File: src/sv/tctt_pkg.sv
// Shared types and constants for the connection timer table.
// No dependencies; imported by tctt_evt_out and tcp_connection_timer_table.
package tctt_pkg;

  localparam int unsigned TIME_W  = 30;
  localparam int unsigned SCAN_W  = 24;
  localparam int unsigned TWTO_W  = 30;
  localparam int unsigned RTINI_W = 29;
  localparam int unsigned SLOT_W  = 4;
  localparam int unsigned OP_W    = 3;
  localparam int unsigned CFG_IDX_W = 2;
  localparam int unsigned CFG_W     = 30;

  typedef enum logic [OP_W-1:0] {
    OP_TICK       = 3'd0,
    OP_ARM_TW     = 3'd1,
    OP_ARM_RT     = 3'd2,
    OP_RESTART_RT = 3'd3,
    OP_DISARM_RT  = 3'd4
  } tctt_op_e;

  typedef enum logic [CFG_IDX_W-1:0] {
    REG_SCAN_INTERVAL    = 2'd0,
    REG_TIMEWAIT_TIMEOUT = 2'd1,
    REG_RETRANS_INITIAL  = 2'd2
  } tctt_reg_e;

  typedef enum logic [2:0] {
    ST_IDLE,
    ST_RD,
    ST_EVAL,
    ST_EMIT,
    ST_FLUSH
  } tctt_state_e;

  localparam logic KIND_TIMEWAIT = 1'b0;
  localparam logic KIND_RETRANS  = 1'b1;

  typedef struct packed {
    logic              push;
    logic              flush;
    logic [SLOT_W-1:0] slot;
    logic              kind;
  } tctt_evt_req_t;

endpackage

File: src/sv/tctt_evt_out.sv
// Expiry event output stage: one held event plus the output register.
// The held event is released with tlast set when the scan flushes. Uses tctt_pkg.
module tctt_evt_out
  import tctt_pkg::*;
(
  input  logic          clk_i,
  input  logic          rst_ni,
  input  tctt_evt_req_t req_i,
  output logic          req_ready_o,
  output logic          m_axis_tvalid_o,
  input  logic          m_axis_tready_i,
  output logic [7:0]    m_axis_tdata_o,   // [3:0] expired_slot, [7:4] zero
  output logic          m_axis_tuser_o,   // [0] expiry_kind
  output logic          m_axis_tlast_o
);

  logic              hold_valid_q, hold_valid_d;
  logic [SLOT_W-1:0] hold_slot_q, hold_slot_d;
  logic              hold_kind_q, hold_kind_d;
  logic              out_valid_q, out_valid_d;
  logic [SLOT_W-1:0] out_slot_q, out_slot_d;
  logic              out_kind_q, out_kind_d;
  logic              out_last_q, out_last_d;
  logic              out_free;
  logic              take;

  assign out_free    = !out_valid_q || m_axis_tready_i;
  assign req_ready_o = !hold_valid_q || out_free;
  assign take        = (req_i.push || req_i.flush) && req_ready_o;

  always_comb begin
    hold_valid_d = hold_valid_q;
    hold_slot_d  = hold_slot_q;
    hold_kind_d  = hold_kind_q;
    out_valid_d  = out_valid_q && !m_axis_tready_i;
    out_slot_d   = out_slot_q;
    out_kind_d   = out_kind_q;
    out_last_d   = out_last_q;
    if (take) begin
      if (hold_valid_q) begin
        out_valid_d = 1'b1;
        out_slot_d  = hold_slot_q;
        out_kind_d  = hold_kind_q;
        out_last_d  = req_i.flush;
      end
      if (req_i.push) begin
        hold_valid_d = 1'b1;
        hold_slot_d  = req_i.slot;
        hold_kind_d  = req_i.kind;
      end else begin
        hold_valid_d = 1'b0;
      end
    end
  end

  always_ff @(posedge clk_i or negedge rst_ni) begin
    if (!rst_ni) begin
      hold_valid_q <= 1'b0;
      out_valid_q  <= 1'b0;
    end else begin
      hold_valid_q <= hold_valid_d;
      out_valid_q  <= out_valid_d;
    end
  end

  always_ff @(posedge clk_i) begin
    hold_slot_q <= hold_slot_d;
    hold_kind_q <= hold_kind_d;
    out_slot_q  <= out_slot_d;
    out_kind_q  <= out_kind_d;
    out_last_q  <= out_last_d;
  end

  assign m_axis_tvalid_o = out_valid_q;
  assign m_axis_tdata_o  = {4'b0, out_slot_q};
  assign m_axis_tuser_o  = out_kind_q;
  assign m_axis_tlast_o  = out_last_q;

  a_no_push_flush: assert property (@(posedge clk_i) disable iff (!rst_ni)
    !(req_i.push && req_i.flush))
    else $error("push and flush requested together");

  a_flush_empties: assert property (@(posedge clk_i) disable iff (!rst_ni)
    (req_i.flush && req_ready_o) |=> !hold_valid_q)
    else $error("held event survived a flush");

  a_hold_while_stalled: assert property (@(posedge clk_i) disable iff (!rst_ni)
    (out_valid_q && !m_axis_tready_i) |=>
      (out_valid_q && $stable({out_slot_q, out_kind_q, out_last_q})))
    else $error("output transaction changed while stalled");

endmodule

File: src/sv/tcp_connection_timer_table.sv
// Connection timer table top level: command decode, tick scan and timer memories.
// Depends on tctt_pkg and tctt_evt_out.
// Arm, restart and disarm commands are accepted only in the idle state.
// A tick walks the slots through the timer memories (one read port each): every slot
//   passes through the read, evaluate and emit states, emit holding until each expiry
//   event of the slot is taken, and a flush state closes the scan.
// Reset clears the active bits and restores the register defaults; no clearing pass.
module tcp_connection_timer_table
  import tctt_pkg::*;
#(
  parameter int unsigned SLOTS = 16
) (
  input  logic                 clk_i,
  input  logic                 rst_ni,
  input  logic                 s_axis_tvalid_i,
  output logic                 s_axis_tready_o,
  input  logic [7:0]           s_axis_tdata_i,   // [2:0] operation, [6:3] slot, [7] zero
  output logic                 m_axis_tvalid_o,
  input  logic                 m_axis_tready_i,
  output logic [7:0]           m_axis_tdata_o,   // [3:0] expired_slot, [7:4] zero
  output logic                 m_axis_tuser_o,   // [0] expiry_kind
  output logic                 m_axis_tlast_o,
  input  logic                 cfg_we_i,
  input  logic [CFG_IDX_W-1:0] cfg_idx_i,
  input  logic [CFG_W-1:0]     cfg_wdata_i
);

  localparam int unsigned IDX_W = (SLOTS > 1) ? $clog2(SLOTS) : 1;

  tctt_state_e          state_q, state_d;
  logic [IDX_W-1:0]     idx_q, idx_d;
  logic                 ev_tw_q, ev_tw_d;
  logic                 ev_rt_q, ev_rt_d;
  logic [SLOTS-1:0]     tw_act_q, tw_act_d;
  logic [SLOTS-1:0]     rt_act_q, rt_act_d;
  logic [SCAN_W-1:0]    scan_q;
  logic [TWTO_W-1:0]    twto_q;
  logic [RTINI_W-1:0]   rtini_q;

  logic [TIME_W-1:0]    tw_mem [SLOTS];
  logic [TIME_W-1:0]    rt_mem [SLOTS];
  logic [TIME_W-1:0]    tw_rdata_q, rt_rdata_q;

  logic                 in_acc;
  tctt_op_e             op;
  logic [SLOT_W-1:0]    cmd_slot;
  logic [IDX_W-1:0]     cmd_addr;
  logic                 slot_ok;
  logic                 tw_exp, rt_exp;
  logic [TIME_W-1:0]    scan_ext;
  logic                 rd_en;
  logic                 tw_we, rt_we;
  logic [IDX_W-1:0]     tw_waddr, rt_waddr;
  logic [TIME_W-1:0]    tw_wdata, rt_wdata;
  tctt_evt_req_t        evt_req;
  logic                 evt_ready;

  assign op       = tctt_op_e'(s_axis_tdata_i[2:0]);
  assign cmd_slot = s_axis_tdata_i[6:3];
  assign cmd_addr = IDX_W'(cmd_slot);
  assign slot_ok  = 32'(cmd_slot) < 32'(SLOTS);
  assign in_acc   = s_axis_tvalid_i && s_axis_tready_o;
  assign scan_ext = TIME_W'(scan_q);
  assign tw_exp   = tw_act_q[idx_q] && (tw_rdata_q <= scan_ext);
  assign rt_exp   = rt_act_q[idx_q] && (rt_rdata_q <= scan_ext);

  always_ff @(posedge clk_i or negedge rst_ni) begin
    if (!rst_ni) begin
      scan_q  <= SCAN_W'(1);
      twto_q  <= TWTO_W'(1000);
      rtini_q <= RTINI_W'(200);
    end else if (cfg_we_i) begin
      unique case (tctt_reg_e'(cfg_idx_i))
        REG_SCAN_INTERVAL:    scan_q  <= cfg_wdata_i[SCAN_W-1:0];
        REG_TIMEWAIT_TIMEOUT: twto_q  <= cfg_wdata_i[TWTO_W-1:0];
        REG_RETRANS_INITIAL:  rtini_q <= cfg_wdata_i[RTINI_W-1:0];
        default: ;
      endcase
    end
  end

  // next state
  always_comb begin
    state_d = state_q;
    idx_d   = idx_q;
    unique case (state_q)
      ST_IDLE: begin
        if (in_acc && op == OP_TICK) begin
          state_d = ST_RD;
          idx_d   = '0;
        end
      end
      ST_RD:   state_d = ST_EVAL;
      ST_EVAL: state_d = ST_EMIT;
      ST_EMIT: begin
        if (!ev_tw_q && !ev_rt_q) begin
          if (idx_q == IDX_W'(SLOTS - 1)) begin
            state_d = ST_FLUSH;
          end else begin
            state_d = ST_RD;
            idx_d   = idx_q + 1'b1;
          end
        end
      end
      ST_FLUSH: begin
        if (evt_ready) begin
          state_d = ST_IDLE;
        end
      end
      default: state_d = ST_IDLE;
    endcase
  end

  // outputs and datapath
  always_comb begin
    s_axis_tready_o = 1'b0;
    rd_en    = 1'b0;
    tw_we    = 1'b0;
    rt_we    = 1'b0;
    tw_waddr = idx_q;
    rt_waddr = idx_q;
    tw_wdata = tw_rdata_q - scan_ext;
    rt_wdata = rt_rdata_q - scan_ext;
    tw_act_d = tw_act_q;
    rt_act_d = rt_act_q;
    ev_tw_d  = ev_tw_q;
    ev_rt_d  = ev_rt_q;
    evt_req  = '{push: 1'b0, flush: 1'b0, slot: SLOT_W'(idx_q), kind: KIND_TIMEWAIT};
    unique case (state_q)
      ST_IDLE: begin
        s_axis_tready_o = 1'b1;
        if (in_acc && slot_ok) begin
          tw_waddr = cmd_addr;
          rt_waddr = cmd_addr;
          tw_wdata = twto_q;
          rt_wdata = TIME_W'(rtini_q);
          case (op)
            OP_ARM_TW: begin
              tw_we              = 1'b1;
              tw_act_d[cmd_addr] = 1'b1;
            end
            OP_ARM_RT: begin
              rt_we              = 1'b1;
              rt_act_d[cmd_addr] = 1'b1;
            end
            OP_RESTART_RT: rt_we = 1'b1;
            OP_DISARM_RT:  rt_act_d[cmd_addr] = 1'b0;
            default: ;
          endcase
        end
      end
      ST_RD: rd_en = 1'b1;
      ST_EVAL: begin
        ev_tw_d = tw_exp;
        ev_rt_d = rt_exp;
        tw_we   = tw_act_q[idx_q];
        rt_we   = rt_act_q[idx_q];
        if (tw_exp) begin
          tw_wdata        = '0;
          tw_act_d[idx_q] = 1'b0;
        end
        if (rt_exp) begin
          rt_wdata = {rtini_q, 1'b0};
        end
      end
      ST_EMIT: begin
        evt_req.push = ev_tw_q || ev_rt_q;
        evt_req.kind = ev_tw_q ? KIND_TIMEWAIT : KIND_RETRANS;
        if (evt_ready && ev_tw_q) begin
          ev_tw_d = 1'b0;
        end else if (evt_ready && ev_rt_q) begin
          ev_rt_d = 1'b0;
        end
      end
      ST_FLUSH: evt_req.flush = 1'b1;
      default: ;
    endcase
  end

  always_ff @(posedge clk_i or negedge rst_ni) begin
    if (!rst_ni) begin
      state_q  <= ST_IDLE;
      idx_q    <= '0;
      ev_tw_q  <= 1'b0;
      ev_rt_q  <= 1'b0;
      tw_act_q <= '0;
      rt_act_q <= '0;
    end else begin
      state_q  <= state_d;
      idx_q    <= idx_d;
      ev_tw_q  <= ev_tw_d;
      ev_rt_q  <= ev_rt_d;
      tw_act_q <= tw_act_d;
      rt_act_q <= rt_act_d;
    end
  end

  always_ff @(posedge clk_i) begin
    if (tw_we) begin
      tw_mem[tw_waddr] <= tw_wdata;
    end
    if (rd_en) begin
      tw_rdata_q <= tw_mem[idx_q];
    end
  end

  always_ff @(posedge clk_i) begin
    if (rt_we) begin
      rt_mem[rt_waddr] <= rt_wdata;
    end
    if (rd_en) begin
      rt_rdata_q <= rt_mem[idx_q];
    end
  end

  tctt_evt_out u_evt_out (
    .clk_i           (clk_i),
    .rst_ni          (rst_ni),
    .req_i           (evt_req),
    .req_ready_o     (evt_ready),
    .m_axis_tvalid_o (m_axis_tvalid_o),
    .m_axis_tready_i (m_axis_tready_i),
    .m_axis_tdata_o  (m_axis_tdata_o),
    .m_axis_tuser_o  (m_axis_tuser_o),
    .m_axis_tlast_o  (m_axis_tlast_o)
  );

  a_eval_after_read: assert property (@(posedge clk_i) disable iff (!rst_ni)
    (state_q == ST_EVAL) |-> ($past(state_q) == ST_RD))
    else $error("evaluation without a preceding memory read");

  a_flags_clear_on_read: assert property (@(posedge clk_i) disable iff (!rst_ni)
    (state_q == ST_RD) |-> (!ev_tw_q && !ev_rt_q))
    else $error("pending expiry lost when advancing to next slot");

  a_write_phase: assert property (@(posedge clk_i) disable iff (!rst_ni)
    (tw_we || rt_we) |-> (state_q == ST_IDLE || state_q == ST_EVAL))
    else $error("timer memory written outside command or evaluate phase");

endmodule

File: config.mk
export PLATFORM = sky130hd
export DESIGN_NAME = tcp_connection_timer_table
export DESIGN_NICKNAME = d
export VERILOG_FILES = /design/src/sv/tctt_pkg.sv /design/src/sv/tctt_evt_out.sv /design/src/sv/tcp_connection_timer_table.sv
export SDC_FILE = /design/constraint.sdc
export NUM_CORES = 1
export LEC_CHECK = 0
export BUFFER_PORTS_ARGS = -buffer_cell sky130_fd_sc_hd__buf_2
export CORE_MARGIN = 5
export CORE_UTILIZATION = 40
export DETAILED_ROUTE_END_ITERATION = 7
export PLACE_DENSITY = 0.61
export SLEW_MARGIN = 40
export SYNTH_ARGS = -nofsm -noshare
export SYNTH_HDL_FRONTEND = slang
export SYNTH_HIERARCHICAL = 1
export SYNTH_SLANG_ARGS = --single-unit
File: constraint.sdc
create_clock -name clk_i -period 4.61 [get_ports clk_i]
set_input_delay 0.922 -clock clk_i [delete_from_list [all_inputs] [get_ports clk_i]]
set_output_delay 0.922 -clock clk_i [all_outputs]
set_load 0.05 [all_outputs]
# Yosys cells after proc, flatten, opt, wreduce, memory -nomap -nowiden
# Memories as Yosys holds them, arrays and structs flattened. A register that Yosys moved wholly into a read port is not among the register bits.
# Index checks and enable logic that the tools add are counted.
[op_classes] eq_ne=21 bitwise_logic=6 n_addsub=3 n_reduce_logical=39 order_cmp=6 n_mux=53
[op_table] operator="two-way mux 30 bit" count=4
[op_table] operator="one-hot mux 30 bit (2 select lines)" count=2
[op_table] operator="one-hot mux 16 bit (2 select lines)" count=2
[op_table] operator="<= comparator 30 x 24 -> 1 bit" count=2
[op_table] operator="subtractor 30 x 24 -> 30 bit" count=2
[op_table] operator="two-way mux 16 bit" count=3
[op_table] operator="AND 16 bit" count=2
[op_table] operator="inverter 16 bit" count=2
[op_table] operator="bitwise OR 16 bit" count=2
[op_table] operator="two-way mux 1 bit" count=23
[op_table] operator="two-way mux 4 bit" count=5
[op_table] operator="inequality test 2 bit, second input constant" count=9
[op_table] operator="one-hot mux 3 bit (5 select lines)" count=1
[op_table] operator="== test 3 x 2 -> 1 bit, second input constant" count=4
[op_table] operator="two-way mux 3 bit" count=4
[op_table] operator="AND reduction 2 bit" count=6
[op_table] operator="logical AND 1 bit" count=11
[op_table] operator="less-than comparator 4 x 5 -> 1 bit, second input constant" count=2
[op_table] operator="AND reduction 3 bit" count=3
[op_table] operator="binary-select mux 1 bit (select 4 bit)" count=2
[op_table] operator="demux 1 bit (select 4 bit)" count=2
[op_table] operator=">= comparator 4 x 1 -> 1 bit, second input constant" count=2
[op_table] operator="one-hot mux 1 bit (2 select lines)" count=4
[op_table] operator="one-hot mux 4 bit (2 select lines)" count=1
[op_table] operator="14 further kinds" count=28
[word_totals] n_memories=2 mem_bits_rw=960 word_cells=146 regBits=137 output_inout_bits=12 in_bits=45
[memory_table] memory="rt_mem" words=16 word_bits=30 read_ports=1 rd_ports_with_merged_regs=1 wr=1 line="tcp_connection_timer_table.sv:41" source="logic [TIME_W-1:0] rt_mem [SLOTS];"
[memory_table] memory="tw_mem" words=16 word_bits=30 read_ports=1 rd_ports_with_merged_regs=1 wr=1 line="tcp_connection_timer_table.sv:40" source="logic [TIME_W-1:0] tw_mem [SLOTS];"

# Depth between registers and ports, before layout
[depth] word_depth=8 depth_mapped=14 ltp_nobuf=13

# Hierarchy
# The synthesis kept the hierarchy.
[modules_own_cells] mod="tcp_connection_timer_table" area_each_um2=47167.7 instances=1 seq_area_each_um2=33744.9 cells_each=2460
[modules_own_cells] mod="tctt_evt_out" area_each_um2=491.7 instances=1 seq_area_each_um2=380.4 cells_each=28

# Least setup slack after synthesis
# No wires, ideal clock.
[synth_path] path_kind="register to register" start="reg state_q[1]" end="reg rt_rdata_q[0] (read register of rt_mem) (enable)" arrival_time_ns=3.377 setup_slack_ns=0.755 path_buffers=2 required_time_ns=4.132 synth_period_minus_slack_ns=3.855 setup_time_ns=0.478 path_stages_with_launch=4 cell_sequence="dfrtp_1 -> clkbuf_1 -> buf_1 -> nor2_1"
[synth_via] elab_chain_cells=2
[synth_lines] item="from (decl)" line="tcp_connection_timer_table.sv:30" source="tctt_state_e state_q, state_d;"
[synth_lines] item="from (signal assigned)" line="tcp_connection_timer_table.sv:189" source="state_q <= state_d;"
[synth_lines] item="== test 3 x 1 -> 1 bit" line="tcp_connection_timer_table.sv:129" source="unique case (state_q)"
[synth_lines] item="two-way mux 1 bit" line="tcp_connection_timer_table.sv:129"
[synth_lines] item="to (decl)" line="tcp_connection_timer_table.sv:42" source="logic [TIME_W-1:0] tw_rdata_q, rt_rdata_q;"
# Every way passes these cells.
# A chain may end at the register's enable or synchronous reset.

# Worst setup path after layout
[layout_path] start="reg scan_q[0]" end="mem tw_mem[2][2], data pin"
[layout_via] elab_chain_cells=4 word_cells_on_any_way=6 classes_between="1 x add/sub; 1 x order compare; 3 x mux; 1 x reduce/logical"
[layout_lines] item="from (decl)" line="tcp_connection_timer_table.sv:36" source="logic [SCAN_W-1:0] scan_q;"
[layout_lines] item="from (signal assigned)" line="tcp_connection_timer_table.sv:74" source="REG_SCAN_INTERVAL: scan_q <= cfg_wdata_i[SCAN_W-1:0];"
[layout_lines] item="<= comparator 30 x 24 -> 1 bit" line="tcp_connection_timer_table.sv:64" source="assign tw_exp = tw_act_q[idx_q] && (tw_rdata_q <= scan_ext);"
[layout_lines] item="logical AND 1 bit" line="tcp_connection_timer_table.sv:64"
[layout_lines] item="two-way mux 30 bit" line="tcp_connection_timer_table.sv:158" source="if (tw_exp) begin"
[layout_lines] item="one-hot mux 30 bit (2 select lines) *" line="tcp_connection_timer_table.sv:129"
[layout_lines] item="via tw_wdata[2]" line="tcp_connection_timer_table.sv:54" source="logic [TIME_W-1:0] tw_wdata, rt_wdata;"
[layout_lines] item="to (decl)" line="tcp_connection_timer_table.sv:40"
# The timed path passes the listed nets; every way through them passes the cells marked *.

==> results.txt <==
Residual DRC: 0
Syn Area/Cell: 19.2 um2
DR pass1 iterations: 6
Post-synthesis register bit count: 1157
Die Area: 126000 um2
Power per cell area: 430 nW/um2
Gr usage total: 17.9%
Final Critical Period: 4.23 ns
Synth Area in XOR/XNOR: 1.03%
Area Overhead vs Synth: 14.2%
Die Height: 355 um
Worst Setup Path Type: register to register
Post-synth EDFFs: 1031
CP bufs+invs: 0
Critical Path AT: 4.59 ns
Cell Area, Synth: 47700 um2
Final period util: 91.7%
Setup_tns: 0 ns
Async S/R FF share, synth: 10.9%
Synth warnings: 6
CP Capture Type: register
Final Instance Area: 54400 um2
Post-Syn Instances: 2488
Pleak: 18.4 nW
Vias in the first global route: 24726
Die W: 355 um
Ys flop type: edfxtp_1
Max cap viols: 0
Final WS setup: 0.385 ns
Synth Area in Compound Gates: 4.54%
Slew @ Worst Pin: 0.776 ns
Area leader, netlist: edfxtp_1
Place WS: 0.518 ns
Sequential share of the synthesized area: 71.6%
Drt via density: 5.70
Status: finished clean
Simple logic cell fraction of the synthesized area: 3.33%
Antenna viol nets, final: 0
RSZ-0062 raised after global routing: no
CTS tree: built
Final net count: 2720
Remaining global-route overflow: 0
CORE AREA: 118000 um2
Worst Path Max Fanout: 16
Post-synthesis adder-cell area fraction: 1.45%
Reg clk slew, reported paths: 0.06 ns
Critical path startpoint category: register
Largest family of logic cells by synthesized area: multiplexers
Clock latency on the worst-skew pair: 0.71 ns
Reg2reg path depth: 10
# port buffers: 51
Num Clock Sinks: 1157
DR iter-0 viols: 2791
Via count: 24339
Ranking of synthesized cells by area: edfxtp_1 65%, mux4_2 15%, dfrtp_1 6.1%
Final setup fails: 0
Initial Util: 40.3%
DP Area: 50500 um2
Yosys top cell area share: 65.0%
HPWL after detailed placement: 66100 um
CP max stage delay: 0.58 ns
Filler cells: 9850
Hold Vio Cnt, Final: 0
Final GP Congestion: 0.925
CP Depth: 10
Resize count post-CTS: 0
Post-synthesis mux area share: 16.5%
Crit-path slowest cell: a221oi_4
WL final: 114000 um
Synth unique cells: 88
Hold Path Class: input pin to asynchronous set/reset pin
Leading cell type in the layout, fill and taps excluded: edfxtp_1
Crit-path cells: ha_1 > fa_1 > nand2b_1 > a21oi_1 > o31ai_1 > o211ai_1 > a211o_4 > a221oi_4 > o21ai_2 > a32o_1
Initial antenna violation count: 23
CP top delay family: compound AO/OA/AOI/OAI gates
Final Max Tran Viols: 0
Slew HR: 47.3%
Share of layout cells above drive strength 1: 29.7%
Root Buffer: clkbuf_16
Clk_skew: 0.0464 ns
Largest net degree at the start of global routing: 130
CTS H-Tree Depth: 3
CTS max path bufs: 3
Required time worst endpoint: 4.98 ns
Hold-fix buffers, CTS: 0
Rows: 126
Per-cell routed wire length: 26.6 um
Most frequent cells in the layout: 1031 x edfxtp_1, 309 x mux4_2, 123 x nand2_1
IO Count: 57
Total CTS buffers: 116
First-pass GRT wire length: 167000 um
Fmax: 0.237 GHz
Worst vdd ir: 0.319 mV
# Post-CTS Setup Buffers: 0
## cell families (layout without fill, tap and decap cells)
group	after synthesis	in the layout
buf+inv	176	402
mux	388	388
other cells	1	18
flops	1157	1157
compound gates	328	328
xor+xnor	56	56
fa+ha+maj	54	54
simple gates	328	328
## cells in the mapped netlist (4+ instances only)
cell,count
o21ai_2,12
nor2b_1,11
a31oi_1,21
nor2_1,80
nand4_1,7
o21ai_1,30
buf_4,6
ha_1,52
nor3_1,14
a22oi_1,26
or2_2,4
o21bai_1,6
a211oi_1,5
o21ai_0,67
edfxtp_1,1031
clkbuf_1,75
mux2_2,76
dfrtp_1,116
and2_1,6
a21oi_1,79
buf_2,34
nand2b_1,17
dfstp_2,10
xor2_1,25
or3_1,5
nand3_1,24
nand2_1,123
and3_1,13
a22o_1,4
inv_1,50
a21o_1,29
buf_1,6
o21a_1,5
mux4_2,309
a221o_1,5
xnor2_1,31
## per-stage QoR
stage               hold WS [ns]  power, mW  util (%)  std cells
floorplan                  0.400       13.5         -       2491
CTS                        0.212       23.6      45.9       4251
finish                     0.228       23.4      46.0       4267
global route               0.260       24.2      46.0       4254
detailed placement         0.405       14.1      42.7       4037
global placement           0.404       14.0      42.6       4036
## routing by layer
layer,vias up,GRT usage [%],wire [um]
li1,10392,-,-
met5,-,0,74
met2,918,27.8,53000
met3,143,4.31,9380
met1,12874,25.9,49200
met4,12,4.30,2020
## area by class of cell
class | count | area (um2) | share of cell area (%)
diodes | 14 | 35.0 | 0.0643
clock buffers | 146 | 3150 | 5.78
clock inverters | 68 | 711 | 1.31
inverters | 52 | 198 | 0.363
multi-input cells | 1158 | 13200 | 24.2
flip-flops and latches | 1157 | 34100 | 62.7
well taps | 1536 | 1920 | 3.53
repair buffers | 136 | 1110 | 2.04
## final timing paths
kind                                     startpoint                         to  slack, ns
max                                       scan_q[0]               tw_mem[2][2]       0.38
min                                          rst_ni  u_evt_out/m_axis_tvalid_o       0.23
max reg2reg                               scan_q[0]               tw_mem[2][2]       0.38
min reg2reg                u_evt_out/hold_slot_q[1]    u_evt_out/out_slot_q[1]       0.41
max in group asynchronous                    rst_ni                  twto_q[5]       3.33
min in group clk_i         u_evt_out/hold_slot_q[1]    u_evt_out/out_slot_q[1]       0.41
## where the power goes
group / switching (mW) / internal, mW
clock network: 3.93 / 5.55
registers: 0.0934 / 12.1
logic: 1.25 / 0.524
total: 5.27 / 18.1
## sequential cells by signal, indices dropped and copies added, names as in the netlist, 3 cells and up, named ones only
register	flops
rt_mem	480
tw_mem	480
rt_rdata_q	30
tw_rdata_q	30
twto_q	30
rtini_q	29
scan_q	24
tw_act_q	16
idx_q	4
u_evt_out/hold_slot_q	4
u_evt_out/out_slot_q	4
state_q	3
Power figures use the tool's default switching activity.
